$ cat src/hw/rtl/fcc_pkg.sv
// Shared types and constants for the four-lag cross-correlation core.
`default_nettype none

package fcc_pkg;

    // Number of lags, and the y window that trails the newest sample.
    localparam int LAG_COUNT = 4;
    localparam int WIN_DEPTH = LAG_COUNT - 1;
    localparam int LAG_W     = 2;
    localparam int ACC_W     = 32;
    localparam int FIELD_W   = 16;

    localparam logic [LAG_W-1:0] LAST_LAG = LAG_W'(LAG_COUNT - 1);

    // Depth of the command queue between the front and the back.
    localparam int Q_DEPTH = 2;
    localparam int Q_PTR_W = $clog2(Q_DEPTH);
    localparam int Q_CNT_W = $clog2(Q_DEPTH + 1);

    // Opcodes as they arrive on the input channel.
    localparam logic [1:0] OP_PRELOAD = 2'd0;
    localparam logic [1:0] OP_PRIME   = 2'd1;
    localparam logic [1:0] OP_STEP    = 2'd2;

    typedef enum logic [1:0] {
        KIND_PRELOAD,
        KIND_PRIME,
        KIND_STEP
    } op_kind_t;

    // One classified command, with the raw sample fields.
    typedef struct packed {
        op_kind_t                  kind;
        logic [LAG_W-1:0]          lag;
        logic signed [ACC_W-1:0]   init;
        logic [FIELD_W-1:0]        x;
        logic [FIELD_W-1:0]        y;
        logic                      fin;
    } cmd_t;

    typedef struct packed {
        logic valid;
        cmd_t cmd;
    } queue_head_t;

    // Snapshot of all sums handed to the report unit.
    typedef struct packed {
        logic                                valid;
        logic [LAG_COUNT-1:0][ACC_W-1:0]     sums;
    } report_load_t;

endpackage

`default_nettype wire

$ cat src/hw/rtl/fcc_front.sv
// Front part: accepts input beats, classifies the opcode and queues commands.
`default_nettype none

module fcc_front (
    input  wire logic                         clk,
    input  wire logic                         rst_n,
    input  wire logic                         in_valid,
    output logic                              in_ready,
    input  wire logic [1:0]                   opcode,
    input  wire logic [1:0]                   lag_index,
    input  wire logic signed [31:0]           init_value,
    input  wire logic signed [15:0]           x_sample,
    input  wire logic signed [15:0]           y_sample,
    input  wire logic                         final_step,
    output fcc_pkg::queue_head_t              head,
    input  wire logic                         pop
);
    import fcc_pkg::*;

    cmd_t               q_reg [Q_DEPTH];
    logic [Q_PTR_W-1:0] wr_ptr_reg, wr_ptr_next;
    logic [Q_PTR_W-1:0] rd_ptr_reg, rd_ptr_next;
    logic [Q_CNT_W-1:0] count_reg, count_next;
    cmd_t               cmd;
    logic               keep;
    logic               push;
    logic               do_pop;

    // Classify the beat; the unused opcode is accepted and dropped.
    always_comb
    begin
        cmd.lag  = lag_index;
        cmd.init = init_value;
        cmd.x    = x_sample;
        cmd.y    = y_sample;
        cmd.fin  = 1'b0;
        cmd.kind = KIND_PRELOAD;
        keep     = 1'b1;
        case (opcode)
            OP_PRELOAD: cmd.kind = KIND_PRELOAD;
            OP_PRIME:   cmd.kind = KIND_PRIME;
            OP_STEP:
            begin
                cmd.kind = KIND_STEP;
                cmd.fin  = final_step;
            end
            default:    keep = 1'b0;
        endcase
    end

    assign in_ready   = (count_reg != Q_CNT_W'(Q_DEPTH));
    assign push       = in_valid && in_ready && keep;
    assign do_pop     = pop && (count_reg != '0);
    assign head.valid = (count_reg != '0);
    assign head.cmd   = q_reg[rd_ptr_reg];

    always_comb
    begin
        wr_ptr_next = wr_ptr_reg;
        rd_ptr_next = rd_ptr_reg;
        count_next  = count_reg;
        if (push)
        begin
            wr_ptr_next = (wr_ptr_reg == Q_PTR_W'(Q_DEPTH - 1)) ? '0 : wr_ptr_reg + 1'b1;
        end
        if (do_pop)
        begin
            rd_ptr_next = (rd_ptr_reg == Q_PTR_W'(Q_DEPTH - 1)) ? '0 : rd_ptr_reg + 1'b1;
        end
        if (push && !do_pop)
        begin
            count_next = count_reg + 1'b1;
        end
        else if (do_pop && !push)
        begin
            count_next = count_reg - 1'b1;
        end
    end

    always_ff @(posedge clk or negedge rst_n)
    begin
        if (!rst_n)
        begin
            wr_ptr_reg <= '0;
            rd_ptr_reg <= '0;
            count_reg  <= '0;
        end
        else
        begin
            wr_ptr_reg <= wr_ptr_next;
            rd_ptr_reg <= rd_ptr_next;
            count_reg  <= count_next;
        end
    end

    always_ff @(posedge clk)
    begin
        if (push)
        begin
            q_reg[wr_ptr_reg] <= cmd;
        end
    end

    // The fill count never passes the queue depth.
    a_count_bound: assert property (@(posedge clk) disable iff (!rst_n)
        count_reg <= Q_CNT_W'(Q_DEPTH))
        else $error("command queue overfilled");

endmodule

`default_nettype wire

$ cat src/hw/rtl/fcc_back.sv
// Back part: y window, multiply stage and the four accumulators.
`default_nettype none

module fcc_back #(
    parameter int SAMPLE_BITS = 16
) (
    input  wire logic                    clk,
    input  wire logic                    rst_n,
    input  wire fcc_pkg::queue_head_t    head,
    output logic                         pop,
    output fcc_pkg::report_load_t        load,
    input  wire logic                    can_load
);
    import fcc_pkg::*;

    localparam int PW = 2 * SAMPLE_BITS;

    logic signed [SAMPLE_BITS-1:0] win_reg [WIN_DEPTH];
    logic signed [SAMPLE_BITS-1:0] x_ext, y_ext;
    logic signed [SAMPLE_BITS-1:0] ops [LAG_COUNT];
    logic signed [PW-1:0]          prod [LAG_COUNT];

    logic                          s1_valid_reg;
    op_kind_t                      s1_kind_reg;
    logic [LAG_W-1:0]              s1_lag_reg;
    logic signed [ACC_W-1:0]       s1_init_reg;
    logic                          s1_fin_reg;
    logic signed [PW-1:0]          s1_prod_reg [LAG_COUNT];

    logic [ACC_W-1:0]              acc_reg  [LAG_COUNT];
    logic [ACC_W-1:0]              acc_next [LAG_COUNT];
    logic signed [63:0]            prod_wide [LAG_COUNT];
    logic                          s1_retire;
    logic                          take;

    // A sample is the low SAMPLE_BITS bits of its field, read as signed.
    function automatic logic signed [SAMPLE_BITS-1:0] sample_ext(input logic [FIELD_W-1:0] f);
        logic [31:0] w;
        w = {16'b0, f};
        return w[SAMPLE_BITS-1:0];
    endfunction

    assign x_ext = sample_ext(head.cmd.x);
    assign y_ext = sample_ext(head.cmd.y);

    always_comb
    begin
        for (int k = 0; k < WIN_DEPTH; k++)
        begin
            ops[k] = win_reg[k];
        end
        ops[WIN_DEPTH] = y_ext;
        for (int k = 0; k < LAG_COUNT; k++)
        begin
            prod[k] = x_ext * ops[k];
        end
    end

    // A final step waits in stage one until the report unit is free.
    assign s1_retire = s1_valid_reg && (!s1_fin_reg || can_load);
    assign take      = head.valid && (!s1_valid_reg || s1_retire);
    assign pop       = take;

    always_comb
    begin
        for (int k = 0; k < LAG_COUNT; k++)
        begin
            prod_wide[k] = 64'(s1_prod_reg[k]);
            acc_next[k]  = acc_reg[k];
        end
        if (s1_retire)
        begin
            case (s1_kind_reg)
                KIND_PRELOAD: acc_next[s1_lag_reg] = s1_init_reg;
                KIND_STEP:
                begin
                    for (int k = 0; k < LAG_COUNT; k++)
                    begin
                        acc_next[k] = acc_reg[k] + prod_wide[k][ACC_W-1:0];
                    end
                end
                default: ;
            endcase
        end
    end

    always_comb
    begin
        load.valid = s1_retire && s1_fin_reg;
        for (int k = 0; k < LAG_COUNT; k++)
        begin
            load.sums[k] = acc_next[k];
        end
    end

    always_ff @(posedge clk or negedge rst_n)
    begin
        if (!rst_n)
        begin
            s1_valid_reg <= 1'b0;
            for (int k = 0; k < WIN_DEPTH; k++)
            begin
                win_reg[k] <= '0;
            end
            for (int k = 0; k < LAG_COUNT; k++)
            begin
                acc_reg[k] <= '0;
            end
        end
        else
        begin
            if (take)
            begin
                s1_valid_reg <= 1'b1;
            end
            else if (s1_retire)
            begin
                s1_valid_reg <= 1'b0;
            end
            if (take && (head.cmd.kind inside {KIND_PRIME, KIND_STEP}))
            begin
                for (int k = 0; k + 1 < WIN_DEPTH; k++)
                begin
                    win_reg[k] <= win_reg[k + 1];
                end
                win_reg[WIN_DEPTH - 1] <= y_ext;
            end
            for (int k = 0; k < LAG_COUNT; k++)
            begin
                acc_reg[k] <= acc_next[k];
            end
        end
    end

    always_ff @(posedge clk)
    begin
        if (take)
        begin
            s1_kind_reg <= head.cmd.kind;
            s1_lag_reg  <= head.cmd.lag;
            s1_init_reg <= head.cmd.init;
            s1_fin_reg  <= head.cmd.fin;
            for (int k = 0; k < LAG_COUNT; k++)
            begin
                s1_prod_reg[k] <= prod[k];
            end
        end
    end

    // Sums are handed over only when the report unit can take them.
    a_load_free: assert property (@(posedge clk) disable iff (!rst_n)
        load.valid |-> can_load)
        else $error("report loaded while busy");

    // A blocked final step stays in stage one.
    a_hold_final: assert property (@(posedge clk) disable iff (!rst_n)
        (s1_valid_reg && s1_fin_reg && !can_load) |=> (s1_valid_reg && s1_fin_reg))
        else $error("blocked final step left stage one");

endmodule

`default_nettype wire

$ cat src/hw/rtl/fcc_report.sv
// Report unit: holds the four sums of a run and sends them one beat per lag.
`default_nettype none

module fcc_report (
    input  wire logic                    clk,
    input  wire logic                    rst_n,
    input  wire fcc_pkg::report_load_t   load,
    output logic                         can_load,
    output logic                         out_valid,
    input  wire logic                    out_ready,
    output logic [1:0]                   out_lag,
    output logic signed [31:0]           sum_value,
    output logic                         last_lag
);
    import fcc_pkg::*;

    logic                    busy_reg;
    logic [LAG_W-1:0]        idx_reg;
    logic signed [ACC_W-1:0] buf_reg [LAG_COUNT];
    logic                    beat;
    logic                    last_beat;

    assign beat      = busy_reg && out_ready;
    assign last_beat = beat && (idx_reg == LAST_LAG);
    assign can_load  = !busy_reg || last_beat;

    assign out_valid = busy_reg;
    assign out_lag   = idx_reg;
    assign sum_value = buf_reg[idx_reg];
    assign last_lag  = (idx_reg == LAST_LAG);

    always_ff @(posedge clk or negedge rst_n)
    begin
        if (!rst_n)
        begin
            busy_reg <= 1'b0;
            idx_reg  <= '0;
        end
        else if (load.valid)
        begin
            busy_reg <= 1'b1;
            idx_reg  <= '0;
        end
        else if (last_beat)
        begin
            busy_reg <= 1'b0;
            idx_reg  <= '0;
        end
        else if (beat)
        begin
            idx_reg <= idx_reg + 1'b1;
        end
    end

    always_ff @(posedge clk)
    begin
        if (load.valid)
        begin
            for (int k = 0; k < LAG_COUNT; k++)
            begin
                buf_reg[k] <= load.sums[k];
            end
        end
    end

    // An idle report unit always sits at lag zero.
    a_idle_idx: assert property (@(posedge clk) disable iff (!rst_n)
        !busy_reg |-> (idx_reg == '0))
        else $error("report index moved while idle");

endmodule

`default_nettype wire

$ cat src/hw/rtl/four_lag_cross_correlation_core.sv
// Top level of the four-lag cross-correlation core.
//
// Input channel (in_valid/in_ready): one beat per command. Opcode 0 preloads
// the accumulator named by lag_index with init_value, opcode 1 shifts
// y_sample into the three-entry y window, opcode 2 takes x_sample and the
// newest y sample and does one multiply-accumulate per lag. Opcode 3 is
// accepted and ignored.
// Output channel (out_valid/out_ready): a step with final_step set yields four
// beats, lags 0 to 3 in order, with last_lag high on the fourth.
// Throughput: one input beat per cycle while the command queue has room; the
// four multiplies of a step run in parallel in the back part's multiply stage.
// A final step holds the back part until the last beat of the previous report
// is taken, so runs of short blocks are bound by the four output beats per
// report. Path: a final step's beat passes the queue, then the multiply stage,
// then accumulate and report load, before its first result appears.
// Reset clears the window, the accumulators, the queue and the report unit.
// When the receiver stalls, the report waits, later steps keep accumulating,
// and input is refused only once the command queue fills up.
`default_nettype none

module four_lag_cross_correlation_core #(
    parameter int SAMPLE_BITS = 16
) (
    input  wire logic                clk,
    input  wire logic                rst_n,
    input  wire logic                in_valid,
    output logic                     in_ready,
    input  wire logic [1:0]          opcode,
    input  wire logic [1:0]          lag_index,
    input  wire logic signed [31:0]  init_value,
    input  wire logic signed [15:0]  x_sample,
    input  wire logic signed [15:0]  y_sample,
    input  wire logic                final_step,
    output logic                     out_valid,
    input  wire logic                out_ready,
    output logic [1:0]               out_lag,
    output logic signed [31:0]       sum_value,
    output logic                     last_lag
);
    import fcc_pkg::*;

    queue_head_t  head;
    logic         pop;
    report_load_t load;
    logic         can_load;

    // Front part: accepts beats, drops the unused opcode, queues the rest.
    fcc_front u_front (
        .clk        (clk),
        .rst_n      (rst_n),
        .in_valid   (in_valid),
        .in_ready   (in_ready),
        .opcode     (opcode),
        .lag_index  (lag_index),
        .init_value (init_value),
        .x_sample   (x_sample),
        .y_sample   (y_sample),
        .final_step (final_step),
        .head       (head),
        .pop        (pop)
    );

    // Back part: window update and products in one stage, then accumulate.
    fcc_back #(
        .SAMPLE_BITS (SAMPLE_BITS)
    ) u_back (
        .clk      (clk),
        .rst_n    (rst_n),
        .head     (head),
        .pop      (pop),
        .load     (load),
        .can_load (can_load)
    );

    // Report unit: a private copy of the sums, so accumulation goes on
    // while the receiver drains the previous report.
    fcc_report u_report (
        .clk       (clk),
        .rst_n     (rst_n),
        .load      (load),
        .can_load  (can_load),
        .out_valid (out_valid),
        .out_ready (out_ready),
        .out_lag   (out_lag),
        .sum_value (sum_value),
        .last_lag  (last_lag)
    );

endmodule

`default_nettype wire

$ cat config.mk
export PLATFORM = sky130hd
export DESIGN_NAME = four_lag_cross_correlation_core
export DESIGN_NICKNAME = d
export VERILOG_FILES = /design/src/hw/rtl/fcc_pkg.sv /design/src/hw/rtl/fcc_front.sv /design/src/hw/rtl/fcc_back.sv /design/src/hw/rtl/fcc_report.sv /design/src/hw/rtl/four_lag_cross_correlation_core.sv
export SDC_FILE = /design/constraint.sdc
export NUM_CORES = 2
export LEC_CHECK = 0
export BUFFER_PORTS_ARGS = -buffer_cell sky130_fd_sc_hd__buf_2
export CAP_MARGIN = 30
export CORE_ASPECT_RATIO = 0.5
export CORE_MARGIN = 2
export CORE_UTILIZATION = 50
export CTS_CLUSTER_DIAMETER = 30
export DETAILED_ROUTE_END_ITERATION = 10
export PLACE_DENSITY = 0.63
export SYNTH_ARGS = -nofsm -noshare
export SYNTH_HDL_FRONTEND = slang
export SYNTH_SLANG_ARGS = --single-unit
$ cat constraint.sdc
create_clock -name clk -period 28.5 [get_ports clk]
set_input_delay 1.425 -clock clk [delete_from_list [all_inputs] [get_ports clk]]
set_output_delay 1.425 -clock clk [all_outputs]
set_load 0.005 [all_outputs]
# Yosys cells after proc, flatten, opt, wreduce, memory -nomap -nowiden
# Memory sizes are Yosys's and may differ from the RTL's.
# Cells that the tools add are included.
[classes]
n_lt_le_gt_ge = 2
eq_ne = 7
addsub = 9
bitwise = 1
reduce_logical = 29
mux = 25
mul = 4
[op_table]
columns = ["cell", "n"]
rows = [
  ["128-bit one-hot mux with 2 select lines", 1],
  ["32-bit adder", 4],
  ["128-bit bitwise mux", 1],
  ["16-bit by 16-bit multiplier with 32-bit output", 4],
  ["128-bit 2-to-1 mux", 1],
  ["32-bit demux with 2-bit select", 1],
  ["32-bit 2-to-1 mux", 1],
  ["1-bit 2-to-1 mux", 14],
  ["1-bit logical AND", 12],
  ["2-bit 2-to-1 mux", 5],
  ["2-bit nonzero test", 5],
  ["2-bit == test, second input constant", 4],
  ["1-bit zero test", 5],
  ["2-bit by 1-bit adder with 2-bit output, second input constant", 2],
  ["2-bit by 1-bit == test with 1-bit output, second input constant", 2],
  ["2-bit zero test", 2],
  ["2-bit one-hot mux with 2 select lines", 1],
  ["3-bit >= comparator, second input constant", 1],
  ["1-bit logical OR", 3],
  ["3-bit by 1-bit less-than comparator with 1-bit output, second input constant", 1],
  ["2-bit inverter with 3-bit output", 1],
  ["3-bit nonzero test", 1],
  ["3-bit OR reduction", 1],
  ["1-bit adder, second input constant", 2],
  ["2 further kinds", 2],
]
[word_totals]
n_memories = 3
out_inout_bits = 37
regBits = 221
inputBits = 73
ramBits = 394
wordCells = 97
[memory_table]
columns = ["memory", "words", "word_bits", "read_ports", "rd_ports_with_merged_regs", "wr", "line_no", "text"]
rows = [
  ["u_front.q_reg", 2, 69, 1, 0, 1, "fcc_front.sv:20", "cmd_t q_reg [Q_DEPTH];"],
  ["u_back.s1_prod_reg", 4, 32, 4, 0, 4, "fcc_back.sv:28", "logic signed [PW-1:0] s1_prod_reg [LAG_COUNT];"],
  ["u_report.buf_reg", 4, 32, 1, 0, 4, "fcc_report.sv:19", "logic signed [ACC_W-1:0] buf_reg [LAG_COUNT];"],
]

# Longest topological paths before layout
[logic_depth]
depth_word = 11
depth_mapped = 28
mapped_depth_nobuf = 24

# By module
# From an unflattened synthesis, not the netlist that was laid out.
[hier_totals]
hier_cells = 6409
hier_area_um2 = 68042.8
[by_module_without_submodules]
columns = ["module", "cells_each", "seq_area_each_um2", "instances", "area_per_inst_um2"]
rows = [
  ["fcc_back", 5990, 9384.0, 1, 57704.1],
  ["fcc_front", 238, 4244.1, 1, 5550.3],
  ["fcc_report", 181, 3918.8, 1, 4788.3],
]

# Worst setup path after synthesis
# No wires, ideal clock.
[synth_path]
kind = "input to register"
from = "input port out_ready"
to = "register u_back.win_reg, in the netlist u_back.ops[33]"
slack_ps = 16830
path_buffers = 2
arrival_ps = 11545
stages = 6
setup_ps = 125
required_time_ps = 28375
path_cell_list = "a21boi_0 a31oi_1 nand2_1 clkbuf_1 buf_1 mux2_2"
[synth_between]
elab_chain_cells = 8
[synth_rtl]
columns = ["element", "line_no", "text"]
rows = [
  ["from (decl)", "four_lag_cross_correlation_core.sv:35", "input wire logic out_ready,"],
  ["1-bit logical AND", "fcc_report.sv:23", "assign beat = busy_reg && out_ready;"],
  ["1-bit logical AND", "fcc_report.sv:24", "assign last_beat = beat && (idx_reg == LAST_LAG);"],
  ["1-bit logical OR", "fcc_report.sv:25", "assign can_load = !busy_reg || last_beat;"],
  ["1-bit logical OR", "fcc_back.sv:60", "assign s1_retire = s1_valid_reg && (!s1_fin_reg || can_load);"],
  ["1-bit logical AND", "fcc_back.sv:60", ""],
  ["1-bit logical OR", "fcc_back.sv:61", "assign take = head.valid && (!s1_valid_reg || s1_retire);"],
  ["1-bit logical AND", "fcc_back.sv:61", ""],
  ["named net pop", "four_lag_cross_correlation_core.sv:43", "logic pop;"],
  ["1-bit logical AND", "fcc_back.sv:120", "if (take && (head.cmd.kind inside {KIND_PRIME, KIND_STEP}))"],
  ["to (signal, indexed assignment)", "fcc_back.sv:124", "win_reg[k] <= win_reg[k + 1];"],
  ["to (signal, indexed assignment)", "fcc_back.sv:126", "win_reg[WIN_DEPTH - 1] <= y_ext;"],
  ["to (decl)", "fcc_back.sv:18", "logic signed [SAMPLE_BITS-1:0] win_reg [WIN_DEPTH];"],
]
# The timed path passes the listed nets, and every way through them passes these cells.
# A chain may end at the register's enable or synchronous reset.

==> impl_metrics.tcl <==
set metrics [dict create \
    seq_area_frac_synth 0.261 \
    async_reset_ff_frac 0.299 \
    hold_path.class "flip-flop to flip-flop" \
    grt_use_total 0.301 \
    die_area_um2 138000 \
    ys_ff_latch 615 \
    avgViaCountPerCell 5.69 \
    hold_buffers 0 \
    start_util 0.502 \
    cpMaxStageDelayCell "o31ai_1" \
    crit_arrival_ns 9.60 \
    start_kind "flip-flop" \
    cts-htree-levels 3 \
    r2r_cells 24 \
    synthCells 6416 \
    firstDrtPassIters 6 \
    max_stage_delay_ns 0.94 \
    numCtsBuffers 106 \
    path_clk_slew_ns 0.06 \
    ys.flop_type "edfxtp_1" \
    die_h_um 263 \
    timing.rr.end "u_back.s1_prod_reg[3][31]" \
    area_delta_synth_final_pct 9.62 \
    dieWidth_um 523 \
    drc 0 \
    wire_per_inst_um 24.0 \
    hold_path.startpoint "u_front.count_reg[1]" \
    avgSynthCellArea_um2 10.5 \
    overflow 0 \
    antenna_found_initial 13 \
    synth_edf_count 431 \
    hpwl_um 154000 \
    finalNetCount 8038 \
    met2_usage 0.433 \
    grt_pass1_vias 51000 \
    register_area_um2 17600 \
    drv_slew 0 \
    multi_input_comb_area_um2 44400 \
    worst-path-buf-inv 6 \
    pre_cts_slack_ns 19.64 \
    cts.path.max_buffers 3 \
    ant_nets 0 \
    fin_crit_sh 0.321 \
    outcome "finished clean" \
    worst_skew_pair.late_latency_ns 0.74 \
    setup_viol 0 \
    port_buffers 109 \
    final_area_um2 73800 \
    cts_setup_buffers 0 \
    final_common_cell "inv_1" \
    path_max_fanout 52 \
    tightest_slew_ns 1.09 \
    largest_reg_flops 138 \
    fin_worst_skew_ns 0.0474 \
    wirelength_um 200000 \
    synthDistinctLibCells 84 \
    gp_congestion 0.973 \
    grt_pass1_wl_um 310000 \
    min_path_cells 1 \
    slew_headroom 0.253 \
    drive_gt1_frac 0.0873 \
    cp_top_family "adder cells" \
    holdPathEnd "u_front.count_reg[1]" \
    grtUsageMet1 0.436 \
    yosys_warnings 0 \
    clkSinkCount 615 \
    design.core.area_um2 134000 \
    finalSetupTns_ns 0 \
    syn_area_um2 67300 \
    reg2reg_from "u_front.rd_ptr_reg" \
    fill_cells 11500 \
    reg2reg_slack_ns 19.36 \
    max_freq_mhz 109 \
    cts_tree "yes" \
    final_cell_mix "inv_1 (1171), fa_1 (1052), nand2_1 (608), ha_1 (454), edfxtp_1 (431)" \
    dpl_cell_area_um2 69900 \
    hold_viol_final 0 \
    finalWorstSetupSlack_ns 19.36 \
    postCtsResizedCells 0 \
    grt.busiest_layer "met1" \
    io_pins 110 \
    grtUsageMet3 0.0915 \
    cpMostUsedCell "fa_1" \
    drt_iter0_markers 4421 \
    drv_cap 0 \
    syn_nets 7995 \
    core.rowCount 95 \
    via_count 47500 \
    cts-root-buf "clkbuf_16" \
    criticalPathCategory "flip-flop to flip-flop" \
    min_period_ns 9.14 \
    grt_max_degree 135 \
    endpoint_kind "flip-flop" \
    cp.required_ns 28.96 \
    path_cells "buf_4 > mux2_2 > buf_4 > nand2_1 > fa_1 > fa_1 > fa_1 > inv_1 > fa_1 > fa_1 > inv_1 > fa_1 > inv_1 > ha_1 > nand3_1 > inv_1 > and3_1 > a311oi_1 > o31ai_1 > nand2_1 > a41oi_1 > o21a_1 > nor2_1 > xnor2_1" \
    rsz0062_at_grt "no" \
]
==> worst max path at each step <==
stage	slack, ns	cells after the start	startpoint	to
2_1_floorplan	16.83	6	out_ready	u_back.ops[33]
3_3_place_gp	19.79	24	u_front.rd_ptr_reg	u_back.s1_prod_reg[3][31]
3_5_place_dp	19.64	24	u_front.rd_ptr_reg	u_back.s1_prod_reg[3][31]
4_1_cts	19.54	24	u_front.rd_ptr_reg	u_back.s1_prod_reg[3][31]
5_1_grt	18.97	24	u_front.rd_ptr_reg	u_back.s1_prod_reg[3][31]
6_report	19.36	24	u_front.rd_ptr_reg	u_back.s1_prod_reg[3][31]
==> synthesized netlist by cell type (21+ instances only) <==
cell | n | share of area
o21bai_1 | 35 | 0.0039
a22oi_1 | 51 | 0.0057
mux2i_1 | 42 | 0.0062
mux4_2 | 32 | 0.011
clkbuf_1 | 229 | 0.013
and3_1 | 32 | 0.0030
and2_1 | 392 | 0.036
buf_1 | 26 | 0.0015
a21o_1 | 125 | 0.014
nor3_1 | 47 | 0.0035
xnor2_1 | 166 | 0.022
nand2b_1 | 31 | 0.0029
nand3_1 | 51 | 0.0038
o21ai_0 | 155 | 0.012
o22ai_1 | 73 | 0.0068
o21a_1 | 21 | 0.0023
edfxtp_1 | 431 | 0.19
ha_1 | 454 | 0.084
mux2_2 | 98 | 0.016
or2_2 | 23 | 0.0021
nor2b_1 | 28 | 0.0026
dfrtp_1 | 184 | 0.068
a21oi_1 | 206 | 0.015
inv_1 | 1171 | 0.065
xor2_1 | 76 | 0.0099
nand2_1 | 610 | 0.034
a221oi_1 | 41 | 0.0053
nor2_1 | 307 | 0.017
fa_1 | 1052 | 0.31
==> metrics by stage <==
| step | hold slack [ns] | utilization | instances |
|---|---|---|---|
| 2_1_floorplan | 0.460 | - | 6416 |
| 3_3_place_gp | 0.484 | 0.521 | 8134 |
| 3_5_place_dp | 0.491 | 0.522 | 8142 |
| 4_1_cts | 0.505 | 0.550 | 8342 |
| 5_1_grt | 0.532 | 0.551 | 8345 |
| 6_report | 0.499 | 0.551 | 8346 |
==> routing by layer <==
layer / vias up / share of wire
li1: 20800 / -
met1: 24400 / 0.45
met2: 1914 / 0.42
met3: 362 / 0.11
met4: 2 / 0.033
met5: - / 0.000065
==> cells by family (layout without fill, tap and decap cells) <==
family,after synthesis,count (layout),share of synthesized area
compound gates,875,875,0.0860
buf+inv,1431,1566,0.0799
other cells,0,1,0
xor+xnor,242,242,0.0315
mux,172,172,0.0334
fa+ha+maj,1506,1506,0.397
flops,615,615,0.261
simple gates,1575,1575,0.111
==> cell type report <==
cell class	count	share of cell area
clock buffers	122	0.0380
clock inverters	78	0.0142
inverters	1172	0.0596
flip-flops and latches	615	0.238
multi-input cells	4370	0.603
diodes	1	0.0000339
repair buffers	194	0.0172
well taps	1794	0.0304
Power is left out: the tool's default activity adds up to more than one toggle a clock period on the data nets, which glitch-free logic cannot reach.
